$ cat config.mk
export PLATFORM = sky130hd
export DESIGN_NAME = mdlr_interp
export DESIGN_NICKNAME = d
export VERILOG_FILES = /design/src/mdlr_interp.sv
export SDC_FILE = /design/constraint.sdc
export NUM_CORES = 1
export LEC_CHECK = 0
export BUFFER_PORTS_ARGS = -buffer_cell sky130_fd_sc_hd__buf_4
export CAP_MARGIN = 20
export CORE_ASPECT_RATIO = 0.8
export CORE_MARGIN = 2
export CORE_UTILIZATION = 39
export DETAILED_ROUTE_END_ITERATION = 12
export PLACE_DENSITY = 0.55
export SLEW_MARGIN = 10
export SYNTH_ARGS = -nofsm -noshare
export SYNTH_HDL_FRONTEND = slang
export SYNTH_SLANG_ARGS = --single-unit
$ cat constraint.sdc
create_clock -name clock -period 9.7 [get_ports clock]
set_clock_uncertainty 0.15 [all_clocks]
set_input_delay 0.485 -clock clock [delete_from_list [all_inputs] [get_ports clock]]
set_output_delay 0.485 -clock clock [all_outputs]
set_load 0.05 [all_outputs]
$ cat src/mdlr_interp.sv
module mdlr_interp #(
   parameter int SAMPLE_BITS = 24
) (
   input  logic                   clock,
   input  logic                   en,
   input  logic [SAMPLE_BITS-1:0] a,
   input  logic [SAMPLE_BITS-1:0] b,
   input  logic [15:0]            frac,
   output logic [SAMPLE_BITS-1:0] value
);

   localparam int DW   = SAMPLE_BITS + 1;
   localparam int PW   = SAMPLE_BITS + 18;
   localparam int ACCW = SAMPLE_BITS + 19;

   logic signed [DW-1:0]   diff;
   logic signed [PW-1:0]   prod_in;
   logic signed [PW-1:0]   prod_ff;
   logic [SAMPLE_BITS-1:0] a_ff;
   logic signed [ACCW-1:0] acc;

   // weighted difference, registered
   assign diff    = $signed({b[SAMPLE_BITS-1], b}) - $signed({a[SAMPLE_BITS-1], a});
   assign prod_in = PW'(diff) * PW'($signed({1'b0, frac}));

   always_ff @(posedge clock) begin
      if (en) begin
         prod_ff <= prod_in;
         a_ff    <= a;
      end
   end

   // a * 65536 + weighted difference + half, floor by 65536
   assign acc = ($signed({{19{a_ff[SAMPLE_BITS-1]}}, a_ff}) <<< 16)
              + ACCW'(prod_ff) + ACCW'(32768);
   assign value = acc[16 +: SAMPLE_BITS];

endmodule

* Yosys cells after proc, flatten, opt, wreduce, memory -nomap -nowiden
Index checks and enable logic that the tools add are counted.
** Word-level totals
- Flip-flop bits (word level) :: 64
- Input bits :: 66
- Output and inout port bits :: 24
** Cells by class
- Add/subtract/negate cells :: 3
- Multiply operators :: 1
** Operators by type and width (count)
- $add 40x17->40 const B :: 1
- $add 40x40->40 :: 1
- $mul 25x17->40 :: 1
- $sub 24x24->25 :: 1

* Longest topological paths before layout
- Word-level depth :: 2
- Gate-level depth with buffers :: 34
- Depth with buffers taken out :: 33

* Worst setup path before layout
Ideal clock, no wire load.
- Path kind :: input-to-reg
- From :: in a[1]
- To :: reg prod_ff[38] (data pin)
- Data required time :: 9292 ps
- Path buffers :: 1
- Arrival :: 7653 ps
- Stages on the path :: 31
- Setup slack :: 1640 ps
- Cell sequence :: inv_1 -> ha_1 -> nor2b_1 -> o21ai_1 -> a21boi_2 -> o21ai_1 -> a21oi_1 -> a31o_2 -> a31oi_1 -> xnor2_1 -> clkbuf_1 -> nand2_1 -> fa_1 -> fa_1 -> fa_1 -> inv_1 -> fa_1 -> fa_1 -> inv_1 -> fa_1 -> inv_1 -> ha_1 -> and3_1 -> and3_1 -> a22oi_1 -> nand3_1 -> a311oi_4 -> o22ai_2 -> o21a_1 -> a21oi_1 -> xnor2_1
** On the way
- Word-level cells in the longest chain between the ends :: 2
** RTL lines
- from (decl) :: RTL line 6 : input logic [SAMPLE_BITS-1:0] a,
- $sub 24x24->25 :: RTL line 23 : assign diff = $signed({b[SAMPLE_BITS-1], b}) - $signed({a[SAMPLE_BITS-1], a});
- $mul 25x17->40 :: RTL line 24 : assign prod_in = PW'(diff) * PW'($signed({1'b0, frac}));
- named net prod_in[38] :: RTL line 17 : logic signed [PW-1:0] prod_in;
- to (signal assigned) :: RTL line 28 : prod_ff <= prod_in;
- to (decl) :: RTL line 18 : logic signed [PW-1:0] prod_ff;
The timed path passes the listed nets, and every way through them passes these cells.
A chain may end at the register's enable or synchronous reset.

* Final worst setup path
Same ends and word-level chain as after synthesis.

==> reports/results.ini <==
[synth]
synth_edf_count = 49
ys_ff_latch = 49
yosysWarnings = 0
ys_seq_area_share_pct = 8.23
synthCells = 1965
post-synth-top-area-fraction_pct = 41.9
yosys-top-cells-area = fa_1 42%, inv_1 10%, ha_1 10%
synth_area_per_cell_um2 = 9.10
async_flop_share_pct = 0
synthFlopType = edfxtp_1
netlist_area_um2 = 17900
yosys.area.top_type = fa_1
synth.distinct_cells = 72
synth_nets = 2548

[clocking]
clk_pin_slew_ns = 0.07
htreeDepth = 2
cts_tree = yes
post-cts-setup-buffer-count = 0
cts_hold_buf = 0
cts_root_buffer = clkbuf_16
cts_buffers = 5
cts.path.max_buffers = 2
cts_sinks = 49
post_cts_resized = 0

[setup_path]
crit_top_cell = fa_1
critPathArrivalTime_ns = 8.95
cp_max_fo = 11
crit_required_ns = 9.62
max_stage_delay_ns = 0.85
crit_end = prod_ff[38]
cp-start-kind = input port
cp-end-kind = flop
crit_slowest_cell = a2111oi_2
crit_type = input port to flop
cp-startpoint = a[1]

[timing]
final.setup.tns_ns = 0
fin_crit_ns = 9.03
hold_violations = 0
worst_slew_pin_slew_ns = 1.05
fin_crit_sh_pct = 93.1
max_freq_ghz = 0.111
max_slew_margin_pct = 29.5
drv_slew = 0
setup_viol = 0
rsz0062_at_grt = false

[grt]
track_usage_pct = 21.4
grt_max_degree = 50
overflow = 0
grt_pass1_wl_um = 78300
grt_pass1_vias = 14100
antenna_found_initial = 0

[layout]
n_antenna_cell = 0
drive_gt1_share_pct = 8.16
final_common_cell = inv_1
sequential_cell_area_um2 = 1470
layout_common_cells = 485 x inv_1, 374 x fa_1, 229 x nand2_1
fillers = 4498
syn_to_final_growth_pct = 8.44
multi_input_area_um2 = 14300
layout.nets = 2603
fin_util_pct = 42.7

[floorplan]
dieWidth_um = 243
core-area_um2 = 45500
die_h_um = 196
die_area_um2 = 47600
row_count = 70
start_util_pct = 39.4
ios = 90

[outcome]
outcome = finished clean

[detailed_routing]
post_drt_wl_per_cell_um = 18.2
dr.first_iter.drc_count = 775
drtPass1Iterations = 5
num_vias = 12900
drt-vias-per-instance = 4.88
drcViolationCount = 0
drt-total-wl_um = 47900
ant_nets = 0

[placed_design]
gp_congestion = 0.827
portBuffers = 89
dp_hpwl_um = 37900

[job]
max_cap_viol_count = 0

[worst_hold_path]
hp-class = input port to flop

[metrics by stage]
step           instance area (µm²)  hold slack, ns  worst slack, ns  instances
2_1_floorplan                17900           0.434             1.64       1965
3_3_place_gp                 19300           0.524            0.432       2625
3_5_place_dp                 19300           0.527            0.356       2625
4_1_cts                      19400           0.175            0.689       2633
5_1_grt                      19400           0.181            0.263       2633
6_report                     19400           0.197            0.670       2633
[worst min path at each step]
stage,slack (ns),to,cells after the start,from
after floorplan,0.43,a_ff[0],0,a[0]
after global placement,0.52,a_ff[17],1,a[17]
after detailed placement,0.53,a_ff[21],1,a[21]
after CTS,0.17,a_ff[21],1,a[21]
after global routing,0.18,a_ff[19],1,a[19]
final,0.20,a_ff[21],1,a[21]
[cells by family after synthesis]
logic type                 share of synthesized area, %
and+or+nand+nor                                    15.7
buffers and inverters                              11.8
adders and majority gates                          52.1
AOI/OAI and AO/OA                                  7.13
xor gates and xnor gates                           3.94
DFF                                                8.23
muxes                                              1.06
[cell type report]
class / instances / area share, %
Clock buffer: 5 / 0.645
Inverter: 485 / 9.38
Tap cell: 612 / 3.95
Sequential cell: 49 / 7.59
Timing Repair Buffer: 118 / 4.57
Multi-Input combinational cell: 1361 / 73.8
Clock inverter: 3 / 0.0645
[Yosys cell counts, drive strengths merged, types with 7 or more instances]
master and instances:
xor2 18, nand2b 31, nor2b 35, fa 374, nor3 15, inv 485, buf 13, nor2 46
a21o 28, nand2 229, o21ai 35, clkbuf 57, and3 14, ha 143, o21a 12, mux2i 10
a31oi 7, nand3 19, and2 154, a21oi 52, o31ai 7, xnor2 60, o21bai 7, mux2 8
edfxtp 49, a211oi 9
[per-layer routing]
metal | wire length, µm | GRT usage (%) | share of wire (%) | vias to the layer above
li1 | - | - | - | 6013
met1 | 23100 | 31.4 | 48 | 6455
met2 | 20700 | 33.0 | 43 | 351
met3 | 3500 | 4.56 | 7.3 | 34
met4 | 495 | 3.23 | 1.0 | 0
met5 | 0 | 0 | 0 | -
[worst max-delay path: cells and delay by family]
kind | cells | cell delay, ns
xor+xnor | 2 | 0.70
simple gates | 3 | 0.54
fa+ha+maj | 8 | 3.63
compound gates | 13 | 3.30
buf+inv | 5 | 0.29
[state kept, by name, indices dropped and copies added, names as in the netlist]
register and count:
a_ff 24, prod_ff 25
Power is not shown: default switching activity piles up to over one toggle a cycle in this logic, so the estimate is an artifact.
