[src/mdlr_pkg.sv]
package mdlr_pkg;

   // default sizes of the frame memory and the sample word
   localparam int DEF_FRAME_DEPTH = 16384;
   localparam int DEF_SAMPLE_BITS = 24;

   // action codes carried in tuser of the request channel
   localparam int ACT_W = 2;
   localparam logic [ACT_W-1:0] ACT_LOAD  = 2'd0;
   localparam logic [ACT_W-1:0] ACT_FETCH = 2'd1;
   localparam logic [ACT_W-1:0] ACT_CLEAR = 2'd2;

   // register file
   localparam int CSR_AW = 3;
   localparam int CSR_DW = 32;
   localparam logic REG_CHANNELS = 1'b0;
   localparam logic REG_STEP     = 1'b1;

   localparam int CH_W   = 4;
   localparam int STEP_W = 21;
   localparam logic [CH_W-1:0]   CH_RESET   = 4'd1;
   localparam logic [CH_W-1:0]   CH_MAX     = 4'd8;
   localparam logic [STEP_W-1:0] STEP_RESET = 21'd65536;

   // read position is unsigned Q15.16, run counter saturates at RUN_CAP
   localparam int POS_W  = 31;
   localparam int FRAC_W = 16;
   localparam int CNT_W  = 15;
   localparam logic [CNT_W-1:0] RUN_CAP = 15'd32767;

   // run-end compare width: (count + 2) * step and frames << 16
   localparam int BOUND_W = 38;

   // floor(2^35 / n) for n = 1..8, scaled down to the sum width in use
   localparam int RECIP_K = 35;
   localparam logic [RECIP_K:0] RECIP_TABLE [8] = '{
      36'd34359738368, 36'd17179869184, 36'd11453246122, 36'd8589934592,
      36'd6871947673,  36'd5726623061,  36'd4908534052,  36'd4294967296
   };

   // control of the frame averager
   typedef struct packed {
      logic       start;
      logic [2:0] n_m1;
   } avg_ctl_type;

endpackage

[src/mdlr_avg.sv]
module mdlr_avg #(
   parameter int SAMPLE_BITS = 24
) (
   input  logic                        clock,
   input  logic                        reset,
   input  mdlr_pkg::avg_ctl_type       ctl,
   input  logic signed [SAMPLE_BITS+2:0] sum,
   output logic                        done,
   output logic [SAMPLE_BITS+2:0]      mean   // full width, a frame may hold extra samples
);
   import mdlr_pkg::*;

   localparam int SUM_W  = SAMPLE_BITS + 3;
   localparam int MAG_W  = SAMPLE_BITS + 3;
   localparam int RCP_W  = MAG_W + 1;
   localparam int PROD_W = MAG_W + RCP_W;
   localparam int QW     = MAG_W + 4;

   logic go0_ff, go1_ff, go2_ff;
   logic signed [SUM_W-1:0] sum0_ff;
   logic [2:0] n0_ff, n1_ff, n2_ff;
   logic neg1_ff, neg2_ff;
   logic [MAG_W-1:0] mag1_ff, mag2_ff;
   logic [PROD_W-1:0] prod2_ff;

   logic [CH_W-1:0] n0, n2;
   logic [SUM_W-1:0] abs_val;
   logic [MAG_W-1:0] mag_in;
   logic [RCP_W-1:0] recip;
   logic [PROD_W-1:0] prod_in;
   logic [MAG_W-1:0] q_est, q_fix, q_neg;
   logic [QW-1:0] qn, rem;

   // magnitude plus half the divisor, so the floor rounds to nearest
   assign n0      = {1'b0, n0_ff} + 4'd1;
   assign abs_val = sum0_ff[SUM_W-1] ? (~sum0_ff + 1'b1) : sum0_ff;
   assign mag_in  = MAG_W'(abs_val) + MAG_W'(n0 >> 1);

   // reciprocal multiply, estimate is low by at most one
   assign recip   = RCP_W'(RECIP_TABLE[n1_ff] >> (RECIP_K - MAG_W));
   assign prod_in = PROD_W'(mag1_ff) * PROD_W'(recip);

   // correction step and sign
   assign n2    = {1'b0, n2_ff} + 4'd1;
   assign q_est = prod2_ff[MAG_W +: MAG_W];
   assign qn    = QW'(q_est) * QW'(n2);
   assign rem   = QW'(mag2_ff) - qn;
   assign q_fix = (rem >= QW'(n2)) ? q_est + 1'b1 : q_est;
   assign q_neg = ~q_fix + 1'b1;
   assign mean  = neg2_ff ? q_neg : q_fix;
   assign done  = go2_ff;

   // stage valid bits
   always_ff @(posedge clock) begin
      if (reset) begin
         go0_ff <= 1'b0;
         go1_ff <= 1'b0;
         go2_ff <= 1'b0;
      end else begin
         go0_ff <= ctl.start;
         go1_ff <= go0_ff;
         go2_ff <= go1_ff;
      end
   end

   // stage payload
   always_ff @(posedge clock) begin
      if (ctl.start) begin
         sum0_ff <= sum;
         n0_ff   <= ctl.n_m1;
      end
      if (go0_ff) begin
         mag1_ff <= mag_in;
         neg1_ff <= sum0_ff[SUM_W-1];
         n1_ff   <= n0_ff;
      end
      if (go1_ff) begin
         prod2_ff <= prod_in;
         mag2_ff  <= mag1_ff;
         neg2_ff  <= neg1_ff;
         n2_ff    <= n1_ff;
      end
   end

endmodule

[config.mk]
export PLATFORM = sky130hd
export DESIGN_NAME = mdlr_avg
export DESIGN_NICKNAME = d
export VERILOG_FILES = /design/src/mdlr_pkg.sv /design/src/mdlr_avg.sv
export SDC_FILE = /design/constraint.sdc
export NUM_CORES = 2
export LEC_CHECK = 0
export BUFFER_PORTS_ARGS = -buffer_cell sky130_fd_sc_hd__buf_2
export CAP_MARGIN = 0
export CORE_MARGIN = 10
export CORE_UTILIZATION = 70
export DETAILED_ROUTE_END_ITERATION = 8
export PLACE_DENSITY = 0.88
export SETUP_SLACK_MARGIN = 0.5
export SLEW_MARGIN = 20
export SYNTH_ARGS = -nofsm -noshare
export SYNTH_HDL_FRONTEND = slang
export SYNTH_SLANG_ARGS = --single-unit
[constraint.sdc]
create_clock -name clock -period 26 [get_ports clock]
set_input_delay 5.2 -clock clock [delete_from_list [all_inputs] [get_ports clock]]
set_output_delay 5.2 -clock clock [all_outputs]
set_load 0.02 [all_outputs]
# ---- Word-level counts from Yosys, hierarchy flattened
# Memories as Yosys holds them, arrays and structs flattened.
# Cells that the tools add are included.
# Widths: inputs -> output; s select.
dict set report word_totals {
  mem_count 1
  reg_bits 149
  romBits 288
  wordCells 32
  input_bits 33
}
# memory words width read_ports rd_ports_with_merged_regs write_ports line
set mem_list {}
lappend mem_list {{(name not given)} 8 36 1 0 0 mdlr_avg.sv:40} ;# assign recip = RCP_W'(RECIP_TABLE[n1_ff] >> (RECIP_K - MAG_W));
dict set report op_classes {
  mux 5
  order_cmp 2
  n_mul 2
  n_bitwise 3
  n_addsub 7
}
# operator n
set op_table {}
lappend op_table {{$add 27x1->27 const B} 3}
lappend op_table {{$mux 27} 3}
lappend op_table {{$mux 36} 2}
lappend op_table {{$mul 27x28->54} 1}
lappend op_table {{$not 27->27} 2}
lappend op_table {{$ge 31x4->1} 1}
lappend op_table {{$mul 27x4->31} 1}
lappend op_table {{$sub 27x31->31} 1}
lappend op_table {{$add 27x3->27} 1}
lappend op_table {{$add 3x1->4 const B} 2}
lappend op_table {{$ge 4x4->1 const B} 1}
lappend op_table {{$not 3->4} 1}

# ---- Logic depth before layout (Yosys ltp)
dict set report depth {
  ltp_word 8
  ltp_mapped 36
  depth_no_buf 33
}

# ---- Worst setup path before layout
# Ideal clock, no wire load.
dict set report synth_timing {
  kind {register to output}
  start {register n2_ff[0]}
  end {output mean[26]}
  path_slack_ns 13.541
  arrival_time_ns 7.259
  path_stages_with_launch 29
  required_time_ns 20.800
  path_buffers 3
  path_cell_list {edfxtp_1 -> ha_1 -> xor2_1 -> clkbuf_1 -> nand2_1 -> fa_1 -> inv_1 -> fa_1 -> fa_1 -> inv_1 -> ha_1 -> buf_2 -> o21ai_1 -> and2_1 -> or4_1 -> o221ai_1 -> xor2_1 -> nor4_1 -> nand4_1 -> nor2_4 -> nand2_1 -> buf_1 -> mux2i_1 -> ha_1 -> nand3b_1 -> mux2_2 -> nor4b_4 -> nand3_1 -> a211oi_1}
}
dict set report synth_between {
  elab_chain_cells 8
}
# item line
set synth_lines {}
lappend synth_lines {{from (decl)} mdlr_avg.sv:21} ;# logic [2:0] n0_ff, n1_ff, n2_ff;
lappend synth_lines {{from (signal assigned)} mdlr_avg.sv:81} ;# n2_ff <= n1_ff;
lappend synth_lines {{$add 3x1->4 *} mdlr_avg.sv:44} ;# assign n2 = {1'b0, n2_ff} + 4'd1;
lappend synth_lines {{$mul 27x4->31} mdlr_avg.sv:46} ;# assign qn = QW'(q_est) * QW'(n2);
lappend synth_lines {{$sub 27x31->31} mdlr_avg.sv:47} ;# assign rem = QW'(mag2_ff) - qn;
lappend synth_lines {{$ge 31x4->1 *} mdlr_avg.sv:48} ;# assign q_fix = (rem >= QW'(n2)) ? q_est + 1'b1 : q_est;
lappend synth_lines {{$mux 27 *} mdlr_avg.sv:48}
lappend synth_lines {{$not 27->27} mdlr_avg.sv:49} ;# assign q_neg = ~q_fix + 1'b1;
lappend synth_lines {{$add 27x1->27} mdlr_avg.sv:49}
lappend synth_lines {{$mux 27 *} mdlr_avg.sv:50} ;# assign mean = neg2_ff ? q_neg : q_fix;
lappend synth_lines {{to (decl)} mdlr_avg.sv:9} ;# output logic [SAMPLE_BITS+2:0] mean
# Every way passes the cells marked *; elsewhere a longest branch is shown, timed or not.

# ---- Worst setup path after layout
dict set report layout_timing {
  start {register n2_ff[0]}
  end {output mean[20]}
}
# The elaborated chain is that of the path after synthesis.

==> run_summary.xml <==
<?xml version="1.0" encoding="UTF-8"?>
<metrics>
  <group name="run_status">
    <metric name="status" unit="">finished clean</metric>
  </group>
  <group name="clock_network">
    <metric name="clk_root_buffer_cell" unit="">clkbuf_16</metric>
    <metric name="cts.repair.resized" unit="">0</metric>
    <metric name="tritoncts_clock_tree" unit="">yes</metric>
    <metric name="clock_tree.htree_level_count" unit="">4</metric>
    <metric name="post_cts_buffers" unit="">0</metric>
    <metric name="worst_setup_hold_path_clk_slew" unit="ns">0.08</metric>
    <metric name="cts_num_sinks" unit="">122</metric>
    <metric name="worstSkewPairLatency" unit="ns">0.46</metric>
    <metric name="tritoncts.num_buffers" unit="">17</metric>
    <metric name="ctsHoldBuffers" unit="">0</metric>
    <metric name="cts_buffer_depth" unit="">2</metric>
  </group>
  <group name="critical_path">
    <metric name="worstPathMaxFanout" unit="">27</metric>
    <metric name="element_type_at_the_critical_path_end" unit="">output port</metric>
    <metric name="worstPathArrival" unit="ns">9.35</metric>
    <metric name="r2r_slack" unit="ns">16.08</metric>
    <metric name="worst_path_max_delay_cell" unit="">and3_1</metric>
    <metric name="timing.critical_path.slowest_cell_delay" unit="ns">0.87</metric>
    <metric name="crit_path_start_kind" unit="">flop</metric>
    <metric name="cp.required" unit="ns">20.80</metric>
    <metric name="critPathKind" unit="">reg2out</metric>
    <metric name="crit_top_cell" unit="">fa_1</metric>
  </group>
  <group name="yosys">
    <metric name="ys_warn_count" unit="">0</metric>
    <metric name="post_synth_inst_count" unit="">3187</metric>
    <metric name="synth.top_cell.area_share" unit="%">39.7</metric>
    <metric name="synthesis.area_per_instance" unit="um^2">9.37</metric>
    <metric name="synth.cell_area" unit="mm^2">0.0299</metric>
    <metric name="async_reset_ff_share" unit="%">0</metric>
    <metric name="yosysSeqAreaShare" unit="%">12.2</metric>
    <metric name="synth_seq_cells" unit="">122</metric>
    <metric name="synth-edff-count" unit="">119</metric>
    <metric name="synth_top_cells_by_area" unit="">fa_1 (40%), edfxtp_1 (12%), inv_1 (10%), ha_1 (10%), nand2_1 (4.0%)</metric>
    <metric name="synth_nets" unit="">4055</metric>
    <metric name="ys_dominant_reg_cell" unit="">edfxtp_1</metric>
    <metric name="synth_top_cell_by_area" unit="">fa_1</metric>
    <metric name="yosysUniqueCellTypes" unit="">94</metric>
  </group>
  <group name="placement">
    <metric name="buffers_on_ports" unit="">60</metric>
    <metric name="dp_hpwl" unit="um">72100</metric>
    <metric name="gp_routability_congestion" unit="">1.01</metric>
  </group>
  <group name="route">
    <metric name="ant_nets" unit="">0</metric>
    <metric name="detailroute.via_count" unit="">22900</metric>
    <metric name="detail_route.wirelength" unit="um">86800</metric>
    <metric name="detail_route.wl_per_cell" unit="um">23.4</metric>
    <metric name="drc_violation_count_after_routing" unit="">0</metric>
    <metric name="route.detailed.vias_per_inst" unit="">6.15</metric>
    <metric name="drtIter0Drc" unit="">2205</metric>
    <metric name="detailedRoute.firstPassIterationCount" unit="">6</metric>
  </group>
  <group name="global_routing">
    <metric name="first_global_vias" unit="">24800</metric>
    <metric name="globalRouteTotalUtil" unit="%">35.0</metric>
    <metric name="antenna_found_initial" unit="">5</metric>
    <metric name="wire_length_of_the_first_global_routing_pass" unit="um">135000</metric>
    <metric name="grt_start_max_net_pins" unit="">59</metric>
    <metric name="overflow" unit="">0</metric>
  </group>
  <group name="die">
    <metric name="die_area" unit="mm^2">0.0513</metric>
    <metric name="fp.dieH" unit="um">227</metric>
    <metric name="core-area" unit="mm^2">0.0420</metric>
    <metric name="num_rows" unit="">75</metric>
    <metric name="starting_density_of_the_core" unit="%">71.1</metric>
    <metric name="num_io_pins" unit="">61</metric>
    <metric name="die-width" unit="um">227</metric>
  </group>
  <group name="layout">
    <metric name="design.final.nets" unit="">4029</metric>
    <metric name="mostFrequentLayoutCells" unit="">inv_1 (811), fa_1 (593), nand2_1 (316)</metric>
    <metric name="area_growth" unit="%">4.05</metric>
    <metric name="fraction_of_final_layout_cells_with_drive_strength_greater_than_1" unit="%">5.32</metric>
    <metric name="layout_commonest_cell" unit="">inv_1</metric>
  </group>
  <group name="sta">
    <metric name="fmax" unit="GHz">0.0687</metric>
    <metric name="timing_hold_violations_final" unit="">0</metric>
    <metric name="rsz0062_at_grt" unit="">no</metric>
    <metric name="worst_slew_pin_slew" unit="ns">1.20</metric>
    <metric name="final_report_setup_violation_count" unit="">0</metric>
    <metric name="layout_min_cycle_time" unit="ns">14.55</metric>
    <metric name="worst_clock_skew" unit="ns">0.0213</metric>
    <metric name="timing.max_slew.rel_slack" unit="%">19.8</metric>
    <metric name="fin_tns_setup" unit="ns">0</metric>
    <metric name="fin_crit_sh" unit="%">56.0</metric>
    <metric name="max_slew_violations" unit="">0</metric>
  </group>
  <group name="hold_path">
    <metric name="worst_hold_path_type" unit="">reg2reg</metric>
  </group>
  <group name="run">
    <metric name="maxCapViolations" unit="">0</metric>
  </group>
</metrics>
[cell families (layout without fill, tap and decap cells)]
| group | count (synthesis) | after routing | synth area share (%) |
|---|---|---|---|
| and+or+nand+nor | 794 | 794 | 13.3 |
| AOI/OAI and AO/OA | 335 | 335 | 7.94 |
| DFF | 122 | 122 | 12.2 |
| muxes | 14 | 14 | 0.490 |
| other | 1 | 2 | 0.0126 |
| adders and majority gates | 835 | 835 | 49.9 |
| xor gates and xnor gates | 148 | 148 | 4.34 |
| buffers and inverters | 938 | 925 | 11.9 |
[final timing paths]
| kind | to | startpoint | depth (start not counted) |
|---|---|---|---|
| worst max register to register | prod2_ff[48]$_DFFE_PP_ | n1_ff[2]$_DFFE_PP_ | 28 |
| worst min register to register | done$_SDFF_PP0_ | go1_ff$_SDFF_PP0_ | 1 |
| worst min-delay path | done$_SDFF_PP0_ | go1_ff$_SDFF_PP0_ | 1 |
| worst max-delay path | mean[20] | n2_ff[0]$_DFFE_PP_ | 26 |
[synthesized netlist by cell type (all sizes together), types with 17 or more instances]
cell / instances
inv: 812
fa: 593
nand2: 316
ha: 242
edfxtp: 119
and2: 115
clkbuf: 98
nor2: 97
xnor2: 83
a21oi: 80
xor2: 65
o21ai: 56
nand3: 53
and3: 40
nor2b: 34
a21o: 31
buf: 27
nand4: 25
nor3: 25
o21a: 21
or3: 19
a31oi: 18
a211oi: 17
o31ai: 17
[critical path: cells and delay by family, from the launching register on]
kind,cells,cell delay (ns)
and+or+nand+nor,9,3.16
adders and majority gates,5,2.19
AOI/OAI and AO/OA,5,1.41
buffers and inverters,4,0.89
xor gates and xnor gates,2,0.52
DFF,1,0.35
muxes,1,0.34
[layout make-up]
cell class	count	area, um^2
multi-input combinational	2127	22700
fill	2833	11000
sequential	122	3630
inverter	813	3050
tap	539	674
timing repair buffer	80	450
clock buffer	18	439
clock inverter	14	149
antenna	1	2.50
[routing by layer]
metal	track usage [%]	part of all wire, %	up-vias
met5	0	0.061	-
met4	20.8	6.8	4
met3	10.3	12	381
met2	57.6	48	1417
met1	40.0	34	11200
li1	-	-	9808
[flip-flops by register name (all words and copies together) (netlist names)]
name      count
sum0_ff      27
n2_ff         3
done          1
neg1_ff       1
prod2_ff     27
go1_ff        1
neg2_ff       1
n1_ff         3
mag1_ff      27
n0_ff         3
go0_ff        1
mag2_ff      27
[metrics by stage]
stage / instance area, um^2 / util [%] / setup WS, ns / instances / hold WS, ns
3_5_place_dp: 30500 / 72.5 / 12.09 / 3681 / 0.461
3_3_place_gp: 30500 / 72.5 / 12.46 / 3681 / 0.444
4_1_cts: 31100 / 73.9 / 11.56 / 3713 / 0.473
5_1_grt: 31100 / 73.9 / 10.97 / 3713 / 0.477
2_1_floorplan: 29900 / - / 13.54 / 3187 / 0.400
6_report: 31100 / 73.9 / 11.45 / 3714 / 0.466
Power is left out: the tool's default activity adds up to more than one toggle a clock period on the data nets, which glitch-free logic cannot reach.
